`config.mk`:
```
export PLATFORM = sky130hd
export DESIGN_NAME = json_string_unescape_utf8
export DESIGN_NICKNAME = d
export VERILOG_FILES = /design/src/hw/rtl/jsu_pkg.sv /design/src/hw/rtl/jsu_front.sv /design/src/hw/rtl/jsu_queue.sv /design/src/hw/rtl/jsu_back.sv /design/src/hw/rtl/json_string_unescape_utf8.sv
export SDC_FILE = /design/constraint.sdc
export NUM_CORES = 1
export LEC_CHECK = 0
export BUFFER_PORTS_ARGS = -buffer_cell sky130_fd_sc_hd__buf_2
export CAP_MARGIN = 25
export CORE_UTILIZATION = 25
export DETAILED_ROUTE_END_ITERATION = 6
export PLACE_DENSITY = 0.41
export SLEW_MARGIN = 5
export SYNTH_ARGS = -nofsm -noshare
export SYNTH_HDL_FRONTEND = slang
export SYNTH_HIERARCHICAL = 1
export SYNTH_SLANG_ARGS = --single-unit
```
`constraint.sdc`:
```
create_clock -name clk_i -period 3.3 [get_ports clk_i]
set_input_delay 0.66 -clock clk_i [delete_from_list [all_inputs] [get_ports clk_i]]
set_output_delay 0.66 -clock clk_i [all_outputs]
set_load 0.05 [all_outputs]
```
`src/hw/rtl/jsu_pkg.sv`:
```
// Shared types and constants for the JSON string unescape block.
`default_nettype none

package jsu_pkg;

  // Default depth of the job queue between front and back
  localparam int unsigned JsuQueueDepth = 4;

  typedef enum logic [2:0] {
    ErrNone   = 3'd0,
    ErrNoOpen = 3'd1,
    ErrCtrl   = 3'd2,
    ErrEscape = 3'd3,
    ErrHex    = 3'd4,
    ErrUnterm = 3'd5
  } err_e;

  typedef struct packed {
    logic       kind;
    logic [7:0] in_byte;
  } in_t;

  typedef struct packed {
    logic [7:0] out_byte;
    logic       byte_valid;
    logic       string_done;
    logic [2:0] error_code;
    logic       last;
  } out_t;

  // One queued job: up to three result beats from one input item
  typedef struct packed {
    logic [1:0]      last_idx;
    logic [2:0][7:0] bytes;
    logic            is_byte;
    logic            done;
    err_e            err;
  } job_t;

endpackage

`default_nettype wire

```
`src/hw/rtl/jsu_front.sv`:
```
// Front part: parses input beats and queues a job for each beat that completes an item.
`default_nettype none

module jsu_front (
  input  logic          clk_i,
  input  logic          rst_ni,
  input  logic          in_valid_i,
  output logic          in_ready_o,
  input  jsu_pkg::in_t  in_data_i,
  input  logic          q_ready_i,
  output logic          q_push_o,
  output jsu_pkg::job_t q_job_o
);
  import jsu_pkg::*;

  typedef enum logic [1:0] {
    ModeIdle = 2'd0,
    ModeBody = 2'd1,
    ModeEsc  = 2'd2,
    ModeHex  = 2'd3
  } mode_e;

  localparam logic [7:0] ChQuote = 8'h22;
  localparam logic [7:0] ChBslash = 8'h5C;
  localparam logic [7:0] ChSlash = 8'h2F;
  localparam logic [7:0] ChSpace = 8'h20;
  localparam logic [7:0] ChTab = 8'h09;
  localparam logic [7:0] ChCr = 8'h0D;
  localparam logic [7:0] ChLf = 8'h0A;
  localparam logic [7:0] ChLowB = 8'h62;
  localparam logic [7:0] ChLowF = 8'h66;
  localparam logic [7:0] ChLowN = 8'h6E;
  localparam logic [7:0] ChLowR = 8'h72;
  localparam logic [7:0] ChLowT = 8'h74;
  localparam logic [7:0] ChLowU = 8'h75;

  // Returns {valid, nibble}
  function automatic logic [4:0] hex_digit(input logic [7:0] c);
    logic [4:0] r;
    r = 5'd0;
    if (c >= 8'h30 && c <= 8'h39) begin
      r = {1'b1, c[3:0]};
    end else if ((c >= 8'h61 && c <= 8'h66) || (c >= 8'h41 && c <= 8'h46)) begin
      r = {1'b1, c[3:0] + 4'd9};
    end
    return r;
  endfunction

  mode_e       mode_q, mode_d;
  logic [1:0]  hex_cnt_q, hex_cnt_d;
  logic [15:0] cp_q, cp_d;
  logic [15:0] cp_new;
  logic [4:0]  hd;
  logic [7:0]  c;
  logic        accept;

  assign in_ready_o = q_ready_i;
  assign accept     = in_valid_i & in_ready_o;
  assign c          = in_data_i.in_byte;
  assign hd         = hex_digit(c);
  assign cp_new     = {cp_q[11:0], hd[3:0]};

  always_comb begin
    mode_d    = mode_q;
    hex_cnt_d = hex_cnt_q;
    cp_d      = cp_q;
    q_push_o  = 1'b0;
    q_job_o   = '{last_idx: 2'd0, bytes: '0, is_byte: 1'b0, done: 1'b0, err: ErrNone};
    if (accept) begin
      if (in_data_i.kind) begin
        q_push_o      = 1'b1;
        q_job_o.err   = (mode_q == ModeIdle) ? ErrNoOpen : ErrUnterm;
        mode_d        = ModeIdle;
        hex_cnt_d     = 2'd0;
        cp_d          = '0;
      end else begin
        case (mode_q)
          ModeIdle: begin
            if (c == ChQuote) begin
              mode_d    = ModeBody;
              hex_cnt_d = 2'd0;
              cp_d      = '0;
            end else if (c != ChSpace && c != ChTab && c != ChCr && c != ChLf) begin
              q_push_o    = 1'b1;
              q_job_o.err = ErrNoOpen;
            end
          end
          ModeBody: begin
            if (c == ChQuote) begin
              q_push_o     = 1'b1;
              q_job_o.done = 1'b1;
              mode_d       = ModeIdle;
              hex_cnt_d    = 2'd0;
              cp_d         = '0;
            end else if (c < ChSpace) begin
              q_push_o    = 1'b1;
              q_job_o.err = ErrCtrl;
              mode_d      = ModeIdle;
              hex_cnt_d   = 2'd0;
              cp_d        = '0;
            end else if (c == ChBslash) begin
              mode_d = ModeEsc;
            end else begin
              q_push_o        = 1'b1;
              q_job_o.is_byte = 1'b1;
              q_job_o.bytes[0] = c;
            end
          end
          ModeEsc: begin
            mode_d          = ModeBody;
            q_push_o        = 1'b1;
            q_job_o.is_byte = 1'b1;
            case (c)
              ChQuote, ChBslash, ChSlash: q_job_o.bytes[0] = c;
              ChLowB: q_job_o.bytes[0] = 8'h08;
              ChLowF: q_job_o.bytes[0] = 8'h0C;
              ChLowN: q_job_o.bytes[0] = 8'h0A;
              ChLowR: q_job_o.bytes[0] = 8'h0D;
              ChLowT: q_job_o.bytes[0] = 8'h09;
              ChLowU: begin
                q_push_o        = 1'b0;
                q_job_o.is_byte = 1'b0;
                mode_d          = ModeHex;
                hex_cnt_d       = 2'd0;
                cp_d            = '0;
              end
              default: begin
                q_job_o.is_byte = 1'b0;
                q_job_o.err     = ErrEscape;
                mode_d          = ModeIdle;
                hex_cnt_d       = 2'd0;
                cp_d            = '0;
              end
            endcase
          end
          ModeHex: begin
            if (!hd[4]) begin
              q_push_o    = 1'b1;
              q_job_o.err = ErrHex;
              mode_d      = ModeIdle;
              hex_cnt_d   = 2'd0;
              cp_d        = '0;
            end else if (hex_cnt_q == 2'd3) begin
              // fourth digit: emit the code point as UTF-8
              q_push_o        = 1'b1;
              q_job_o.is_byte = 1'b1;
              mode_d          = ModeBody;
              hex_cnt_d       = 2'd0;
              cp_d            = '0;
              if (cp_new[15:7] == 9'd0) begin
                q_job_o.bytes[0] = cp_new[7:0];
              end else if (cp_new[15:11] == 5'd0) begin
                q_job_o.last_idx = 2'd1;
                q_job_o.bytes[0] = {3'b110, cp_new[10:6]};
                q_job_o.bytes[1] = {2'b10, cp_new[5:0]};
              end else begin
                q_job_o.last_idx = 2'd2;
                q_job_o.bytes[0] = {4'b1110, cp_new[15:12]};
                q_job_o.bytes[1] = {2'b10, cp_new[11:6]};
                q_job_o.bytes[2] = {2'b10, cp_new[5:0]};
              end
            end else begin
              cp_d      = cp_new;
              hex_cnt_d = hex_cnt_q + 2'd1;
            end
          end
          default: mode_d = ModeIdle;
        endcase
      end
    end
  end

  always_ff @(posedge clk_i or negedge rst_ni) begin
    if (!rst_ni) begin
      mode_q    <= ModeIdle;
      hex_cnt_q <= 2'd0;
      cp_q      <= '0;
    end else begin
      mode_q    <= mode_d;
      hex_cnt_q <= hex_cnt_d;
      cp_q      <= cp_d;
    end
  end

endmodule

`default_nettype wire

```
`src/hw/rtl/jsu_queue.sv`:
```
// Job queue between the front and back parts.
`default_nettype none

module jsu_queue #(
  parameter int unsigned Depth = jsu_pkg::JsuQueueDepth
) (
  input  logic          clk_i,
  input  logic          rst_ni,
  input  logic          push_i,
  input  jsu_pkg::job_t push_job_i,
  output logic          ready_o,
  input  logic          pop_i,
  output logic          valid_o,
  output jsu_pkg::job_t head_o
);
  import jsu_pkg::*;

  localparam int unsigned PtrW = (Depth > 1) ? $clog2(Depth) : 1;
  localparam int unsigned CntW = $clog2(Depth + 1);

  job_t            mem_q [Depth];
  logic [PtrW-1:0] wr_ptr_q, rd_ptr_q;
  logic [CntW-1:0] cnt_q;
  logic            do_push, do_pop;

  assign ready_o = (cnt_q != CntW'(Depth));
  assign valid_o = (cnt_q != '0);
  assign head_o  = mem_q[rd_ptr_q];
  assign do_push = push_i & ready_o;
  assign do_pop  = pop_i & valid_o;

  always_ff @(posedge clk_i) begin
    if (do_push) begin
      mem_q[wr_ptr_q] <= push_job_i;
    end
  end

  always_ff @(posedge clk_i or negedge rst_ni) begin
    if (!rst_ni) begin
      wr_ptr_q <= '0;
      rd_ptr_q <= '0;
      cnt_q    <= '0;
    end else begin
      if (do_push) begin
        wr_ptr_q <= (wr_ptr_q == PtrW'(Depth - 1)) ? '0 : wr_ptr_q + 1'b1;
      end
      if (do_pop) begin
        rd_ptr_q <= (rd_ptr_q == PtrW'(Depth - 1)) ? '0 : rd_ptr_q + 1'b1;
      end
      if (do_push && !do_pop) begin
        cnt_q <= cnt_q + 1'b1;
      end else if (do_pop && !do_push) begin
        cnt_q <= cnt_q - 1'b1;
      end
    end
  end

endmodule

`default_nettype wire

```
`src/hw/rtl/jsu_back.sv`:
```
// Back part: expands queued jobs into result beats behind an output register.
`default_nettype none

module jsu_back (
  input  logic          clk_i,
  input  logic          rst_ni,
  input  logic          q_valid_i,
  input  jsu_pkg::job_t q_head_i,
  output logic          q_pop_o,
  output logic          out_valid_o,
  input  logic          out_ready_i,
  output jsu_pkg::out_t out_data_o
);
  import jsu_pkg::*;

  logic [1:0] idx_q;
  logic       out_valid_q;
  out_t       out_q, out_d;
  logic       advance, at_last;
  logic [7:0] sel_byte;

  assign advance = q_valid_i & (~out_valid_q | out_ready_i);
  assign at_last = (idx_q == q_head_i.last_idx);
  assign q_pop_o = advance & at_last;

  always_comb begin
    case (idx_q)
      2'd1:    sel_byte = q_head_i.bytes[1];
      2'd2:    sel_byte = q_head_i.bytes[2];
      default: sel_byte = q_head_i.bytes[0];
    endcase
    out_d.out_byte    = q_head_i.is_byte ? sel_byte : 8'h00;
    out_d.byte_valid  = q_head_i.is_byte;
    out_d.string_done = q_head_i.done;
    out_d.error_code  = q_head_i.err;
    out_d.last        = at_last;
  end

  always_ff @(posedge clk_i) begin
    if (advance) begin
      out_q <= out_d;
    end
  end

  always_ff @(posedge clk_i or negedge rst_ni) begin
    if (!rst_ni) begin
      out_valid_q <= 1'b0;
      idx_q       <= 2'd0;
    end else begin
      if (advance) begin
        out_valid_q <= 1'b1;
        // step through the job's beats, rewind on its last one
        idx_q       <= at_last ? 2'd0 : idx_q + 2'd1;
      end else if (out_ready_i) begin
        out_valid_q <= 1'b0;
      end
    end
  end

  assign out_valid_o = out_valid_q;
  assign out_data_o  = out_q;

endmodule

`default_nettype wire

```
`src/hw/rtl/json_string_unescape_utf8.sv`:
```
// Top level of the JSON string unescape block with UTF-8 output.
//
//   channel | direction | handshake              | beat payload
//   --------+-----------+------------------------+---------------------------
//   in      | input     | in_valid_i / in_ready_o | in_data_i  (kind, in_byte)
//   out     | output    | out_valid_o / out_ready_i | out_data_o (out_byte,
//           |           |                        |   byte_valid, string_done,
//           |           |                        |   error_code, last)
//
// The front part takes one input beat per cycle while the job queue has room.
// An item yields zero to three result beats; the back part sends one per cycle
// while out_ready_i allows; an escape that decodes to three bytes holds it for all three.
// A result is registered on its way out: first by the queue write, then by the output register.
// Reset clears the parser state, the queue and the output valid; no clearing pass.
// Either side may stall; the job queue absorbs the difference up to QDepth jobs.
`default_nettype none

module json_string_unescape_utf8 #(
  parameter int unsigned QDepth = jsu_pkg::JsuQueueDepth
) (
  input  logic          clk_i,
  input  logic          rst_ni,
  input  logic          in_valid_i,
  output logic          in_ready_o,
  input  jsu_pkg::in_t  in_data_i,
  output logic          out_valid_o,
  input  logic          out_ready_i,
  output jsu_pkg::out_t out_data_o
);
  import jsu_pkg::*;

  logic q_push, q_ready, q_pop, q_valid;
  job_t q_job, q_head;

  jsu_front u_front (
    .clk_i      (clk_i),
    .rst_ni     (rst_ni),
    .in_valid_i (in_valid_i),
    .in_ready_o (in_ready_o),
    .in_data_i  (in_data_i),
    .q_ready_i  (q_ready),
    .q_push_o   (q_push),
    .q_job_o    (q_job)
  );

  jsu_queue #(
    .Depth (QDepth)
  ) u_queue (
    .clk_i      (clk_i),
    .rst_ni     (rst_ni),
    .push_i     (q_push),
    .push_job_i (q_job),
    .ready_o    (q_ready),
    .pop_i      (q_pop),
    .valid_o    (q_valid),
    .head_o     (q_head)
  );

  jsu_back u_back (
    .clk_i       (clk_i),
    .rst_ni      (rst_ni),
    .q_valid_i   (q_valid),
    .q_head_i    (q_head),
    .q_pop_o     (q_pop),
    .out_valid_o (out_valid_o),
    .out_ready_i (out_ready_i),
    .out_data_o  (out_data_o)
  );

endmodule

`default_nettype wire

```
; Yosys cells after proc, flatten, opt, wreduce, memory -nomap -nowiden
; Memory sizes are Yosys's and may differ from the RTL's.
; Index checks and enable logic that the tools add are counted.
; W data, S select, Z words.
[word_totals]
regBits = 40
mem_count = 1
ramBits = 124
[op_classes]
add_sub_neg = 7
n_bitwise = 7
n_lt_le_gt_ge = 7
mux = 75
n_reduce_logical = 22
n_eq_ne = 28
[mem_list]
columns = memory, words, width, read_ports, rd_ports_with_merged_regs, wr, line
row1 = u_queue.mem_q, 4, 31, 1, 0, 1, jsu_queue.sv:21  ; job_t mem_q [Depth];
[op_table]
columns = op, n
row1 = $mux W12, 7
row2 = $eq A8 B7 Y1 const B, 7
row3 = $mux W27, 2
row4 = $pmux W12 S4, 1
row5 = $pmux W8 S6, 1
row6 = $mux W2, 20
row7 = $mux W18, 2
row8 = $mux W31, 1
row9 = $mux W28, 1
row10 = $mux W9, 3
row11 = $pmux W9 S3, 1
row12 = $ne A8 B4 Y1 const B, 3
row13 = $mux W3, 7
row14 = $mux W1, 18
row15 = $eq A8 B6 Y1 const B, 2
row16 = $ge A8 B7 Y1 const B, 2
row17 = $le A8 B7 Y1 const B, 2
row18 = $mux W8, 2
row19 = $pmux W2 S4, 2
row20 = $pmux W8 S2, 1
row21 = $mux W14, 1
row22 = $eq A2 B2 Y1 const B, 6
row23 = $pmux W3 S4, 1
row24 = $mux W5, 2
row25 = other kinds (31), 51

; Longest topological paths before layout
[logic_depth]
word_depth = 14
mapped_depth = 14
ltp_nobuf = 14

; By module
; The synthesis kept the hierarchy.
[by_module_without_submodules]
columns = mod, cells_per_inst, instances, area_per_inst_um2, seq_area_each_um2
row1 = jsu_queue, 199, 1, 4956.0, 3898.7
row2 = jsu_front, 261, 1, 1968.1, 400.4
row3 = jsu_back, 62, 1, 772.0, 495.5

; Least setup slack after synthesis
; Ideal clock, no wire load.
[synth_path]
path_type = input to register
start = input port in_data_i[0] in the netlist's numbering
end = memory u_queue/mem_q[3][0] in the netlist's numbering (enable)
t_required_ps = 2909
path_buffers = 0
stages = 9
t_arrival_ps = 3177
slack_ps = -268
cell_sequence = inv_1 > ha_1 > or3b_2 > and3_1 > nor2_1 > o221ai_1 > a31oi_1 > a21boi_2 > and2_1
[synth_via]
elab_chain_cells = 12
word_cells_on_any_way = 36
[synth_rtl]
columns = item, line
row1 = from (decl), json_string_unescape_utf8.sv:25  ; input jsu_pkg::in_t in_data_i,
row2 = $ge A8 B7 Y1 (tied with other cells), jsu_front.sv:43  ; end else if ((c >= 8'h61 && c <= 8'h66) || (c >= 8'h41 && c <= 8'h46)) begin
row3 = "$logic_and A1 B1 Y1, on equally long branches", "jsu_front.sv:43, jsu_front.sv:83"
row4 = $logic_or A1 B1 Y1 or $logic_and A1 B1 Y1 (tied branches), "jsu_front.sv:43, jsu_front.sv:83"
row5 = $mux W5 or $logic_and A1 B1 Y1 (tied branches), "jsu_front.sv:43, jsu_front.sv:83"
row6 = $mux W5 or $mux W1 (tied branches), "jsu_front.sv:41, jsu_front.sv:83"
row7 = "$mux W1, on equally long branches", "jsu_front.sv:137, jsu_front.sv:79"
row8 = $pmux W1 S4 (*), jsu_front.sv:77  ; case (mode_q)
row9 = $mux W1 (*), jsu_front.sv:70  ; if (in_data_i.kind) begin
row10 = $mux W1 (*), jsu_front.sv:69  ; if (accept) begin
row11 = named net q_push, json_string_unescape_utf8.sv:32  ; logic q_push, q_ready, q_pop, q_valid;
row12 = $and A1 B1 Y1 (*), jsu_queue.sv:29  ; assign do_push = push_i & ready_o;
row13 = named net u_queue.do_push, jsu_queue.sv:24  ; logic do_push, do_pop;
row14 = $mux W1 (*), jsu_queue.sv:33  ; if (do_push) begin
row15 = $mux W1 (implied by the code) (*), jsu_queue.sv:34  ; mem_q[wr_ptr_q] <= push_job_i;
row16 = to (decl), jsu_queue.sv:21
; The timed path passes the listed nets; every way through them passes the cells marked *.

; Worst setup path in the final report
[layout_path]
start = input port in_data_i[0] in the netlist's numbering
end = register u_queue.cnt_q[2]
[layout_via]
elab_chain_cells = 13
word_cells_on_any_way = 39
[layout_rtl]
columns = item, line
row1 = $ge A8 B7 Y1 (tied with other cells), jsu_front.sv:43
row2 = "$logic_and A1 B1 Y1, on equally long branches", "jsu_front.sv:43, jsu_front.sv:83"
row3 = $logic_or A1 B1 Y1 or $logic_and A1 B1 Y1 (tied branches), "jsu_front.sv:43, jsu_front.sv:83"
row4 = $mux W5 or $logic_and A1 B1 Y1 (tied branches), "jsu_front.sv:43, jsu_front.sv:83"
row5 = $mux W5 or $mux W1 (tied branches), "jsu_front.sv:41, jsu_front.sv:83"
row6 = "$mux W1, on equally long branches", "jsu_front.sv:137, jsu_front.sv:79"
row7 = $pmux W1 S4 (*), jsu_front.sv:77
row8 = $mux W1 (*), jsu_front.sv:70
row9 = $mux W1 (*), jsu_front.sv:69
row10 = named net q_push, json_string_unescape_utf8.sv:32
row11 = $and A1 B1 Y1 (*), jsu_queue.sv:29
row12 = named net u_queue.do_push, jsu_queue.sv:24
row13 = $logic_not A1 Y1, jsu_queue.sv:52  ; end else if (do_pop && !do_push) begin
row14 = $logic_and A1 B1 Y1, jsu_queue.sv:52
row15 = $reduce_bool A2 Y1 (no source line), --
row16 = to (signal assigned), jsu_queue.sv:51  ; cnt_q <= cnt_q + 1'b1;
row17 = to (signal assigned), jsu_queue.sv:53  ; cnt_q <= cnt_q - 1'b1;
row18 = to (decl), jsu_queue.sv:23  ; logic [CntW-1:0] cnt_q;
; Marked as above.
; A chain may end at the register's enable or synchronous reset.

==> metrics.cfg <==
[status]
status=complete, no violations

[cells_and_area]
fillers=2990
n_antenna_cell=0
final_core_util=0.307
layout-drive-gt1-share=0.293
final_nets=615
syn_to_final_growth_pct=19.5
instances_no_fill=991
fin_area_sq_um=9200

[clock_network]
post_cts_buffers=0
holdBufCountCts=0
tritoncts=built
clkLatencyLatePin_ns=0.43
cts_buffer_depth=2
cts_resized=0
clock-sinks=164
htreeDepth=4
clk_pin_slew_ns=0.07
cts_root_buf=clkbuf_16
cts_made_buffers=17

[synth]
synth_mux_area_frac=0.102
synth-simple-area-share=0.0995
synth_area_sq_um=7700
synth_common_cells=138 x edfxtp_1, 38 x nor2_1, 30 x nand2_1
synth_edf_count=138
ys.warnings.count=6
synth_ff_type=edfxtp_1
synth_compound_area_frac=0.105
synth_top_family_by_area=compound AO/OA/AOI/OAI gates
yosysTopAreaCell=edfxtp_1
synth_seq_cells=164
synth_cell_types=67
synth_top_area_frac=0.538
synth_area_leaders=edfxtp_1 54%, dfrtp_1 8.5%, mux4_2 8.2%
synth_xor_area_frac=0.00780
yosysSeqAreaShare=0.623
synth_fa_ha_area_frac=0.0237
avgSynthCellArea_sq_um=14.7
synth.most_common_cell=edfxtp_1
synthCells=522
async_reset_ff_frac=0.159

[power_and_ir_drop]
peakVddDrop_uv=335
p_sw_frac=0.379
p_total_mw=8.11
internal_power_mw=5.04
seqPwrFrac=0.378
p_comb_frac=0.382
power_density_nw_per_um2=882
clkPwrFrac=0.240
switching_power_mw=3.08
p_leak_nw=3.22

[setup_path]
rr_worst_depth=8
critPathKind=input port to register
worstPathArrival_ns=3.37
cp_max_fo=6
cp.required_ns=3.65
cp.buffers_inverters=4
cp_slowest_cell=fa_1
critical-path-max-stage-delay_ns=0.42
cpMostUsedCell=xor2_1
start_kind=input port
end_kind=register
worstReg2RegStart=u_queue/rd_ptr_q[0]
r2r_slack_ns=0.28
path_delay_family=adder cells
r2r_end=u_queue/cnt_q[1]
path_cells=buf_2, clkinvlp_4, ha_4, buf_4, nor3b_1, nor3_1, nor2_4, o221ai_1, a31oi_1, a21boi_4, ha_2, inv_1, fa_1, xor2_1, nor2_1, xor2_1

[grt]
grt_pass1_vias=5052
overflow=0
antenna_found_initial=0
grt_max_degree=27
grt_pass1_wl_mm=29.5
track_usage=0.128

[timing]
finalHoldViolCount=0
rsz0062_at_grt=false
setup-tns-final_ns=0
fmax_mhz=331
min_period_over_period=0.916
tightest_slew_ns=0.725
min_period_ns=3.02
whs_ns=0.279
skew_ns=0.0111
slew_headroom=0.517
final-setup-viol-count=0
setup_ws_ns=0.278
drv_slew=0

[route]
met2_length_mm=9.49
drt-initial-drc-count=314
vias=4684
wl_met3_um=702
avgRoutedWirePerCell_um=19.3
firstDrtPassIters=4
ant_nets=0
vias_per_cell=4.73
wirelength_mm=19.2
routed.top_layer=met4
m1WireLength_mm=8.65
drc_errors=0

[die]
die_h_um=177
dieWidth_um=177
coreArea_sq_um=30000
start_util=0.257
dieArea_sq_um=31500
io_pins=29
num_rows=63

[placement]
placedCellCount=959
dp_slack_ns=-0.135
gp_congestion=0.818
placed_area_sq_um=8620
dpl.hpwl_mm=13.8
io_buffers=28

[job]
maxCapViolCount=0

[hold_path]
worstHoldPathType=input port to async pin

[metal layers]
metal / track usage / vias to the layer above
li1: - / 2166
met1: 0.161 / 2398
met2: 0.217 / 102
met3: 0.0268 / 18
met4: 0.0459 / 0
met5: 0 / -
[area by class of cell]
| class | count | area, sq um | area share |
|---|---|---|---|
| Sequential cell | 164 | 4800 | 0.521 |
| Clock inverter | 15 | 156 | 0.0170 |
| Timing Repair Buffer | 73 | 578 | 0.0628 |
| Tap cell | 390 | 488 | 0.0531 |
| Multi-Input combinational cell | 306 | 2650 | 0.288 |
| Clock buffer | 17 | 425 | 0.0463 |
| Inverter | 26 | 101 | 0.0110 |
[cell usage in the layout, fill, tap and decap left out, types with 7 or more instances in the layout]
cell and count:
clkbuf_16 17, o21ai_0 27, o221ai_2 10, buf_4 37, edfxtp_1 138, ha_1 10
mux4_2 28, a21oi_1 20, dfrtp_1 25, nor2_1 37, buf_2 28, a221oi_1 9
buf_12 8, inv_1 24, nand2_1 30, nand3_1 10, inv_8 7
[kinds of logic (layout without fill, tap and decap cells)]
| group | Yosys count | after routing |
|---|---|---|
| DFF | 164 | 164 |
| xor gates and xnor gates | 6 | 6 |
| AOI/OAI and AO/OA | 104 | 104 |
| adders and majority gates | 14 | 14 |
| other | 1 | 2 |
| muxes | 38 | 38 |
| and+or+nand+nor | 142 | 142 |
| buffers and inverters | 53 | 131 |
[power by group through the flow]
stage          logic (mW)  registers (mW)  clock network (mW)
2_1_floorplan        1.93            3.35                   0
4_1_cts              3.16            3.08                1.99
3_5_place_dp         3.15            3.13                   0
3_3_place_gp         3.12            3.10                   0
5_1_grt              3.39            3.13                2.07
6_report             3.10            3.07                1.95
[how the worst max path moves through the flow]
stage,from,to,slack [ns],depth (start not counted)
2_1_floorplan,in_data_i[0],u_queue/cnt_q[2],0.01,14
3_3_place_gp,in_data_i[0],u_queue/cnt_q[2],-0.13,15
3_5_place_dp,in_data_i[0],u_queue/cnt_q[2],-0.14,16
4_1_cts,u_queue/rd_ptr_q[0],u_queue/cnt_q[1],0.25,8
5_1_grt,u_queue/rd_ptr_q[0],u_queue/cnt_q[1],0.09,8
6_report,in_data_i[0],u_queue/cnt_q[2],0.28,16
[registers in the layout, indices dropped and copies added, names as in the netlist]
name	count
u_front/hex_cnt_q	2
u_back/out_valid_o	1
u_back/out_data_o	14
u_queue/rd_ptr_q	2
u_front/mode_q	2
u_front/cp_q	12
u_back/idx_q	2
u_queue/cnt_q	3
u_queue/wr_ptr_q	2
u_queue/mem_q	124
No activity file was read; power rests on OpenSTA's default activity.
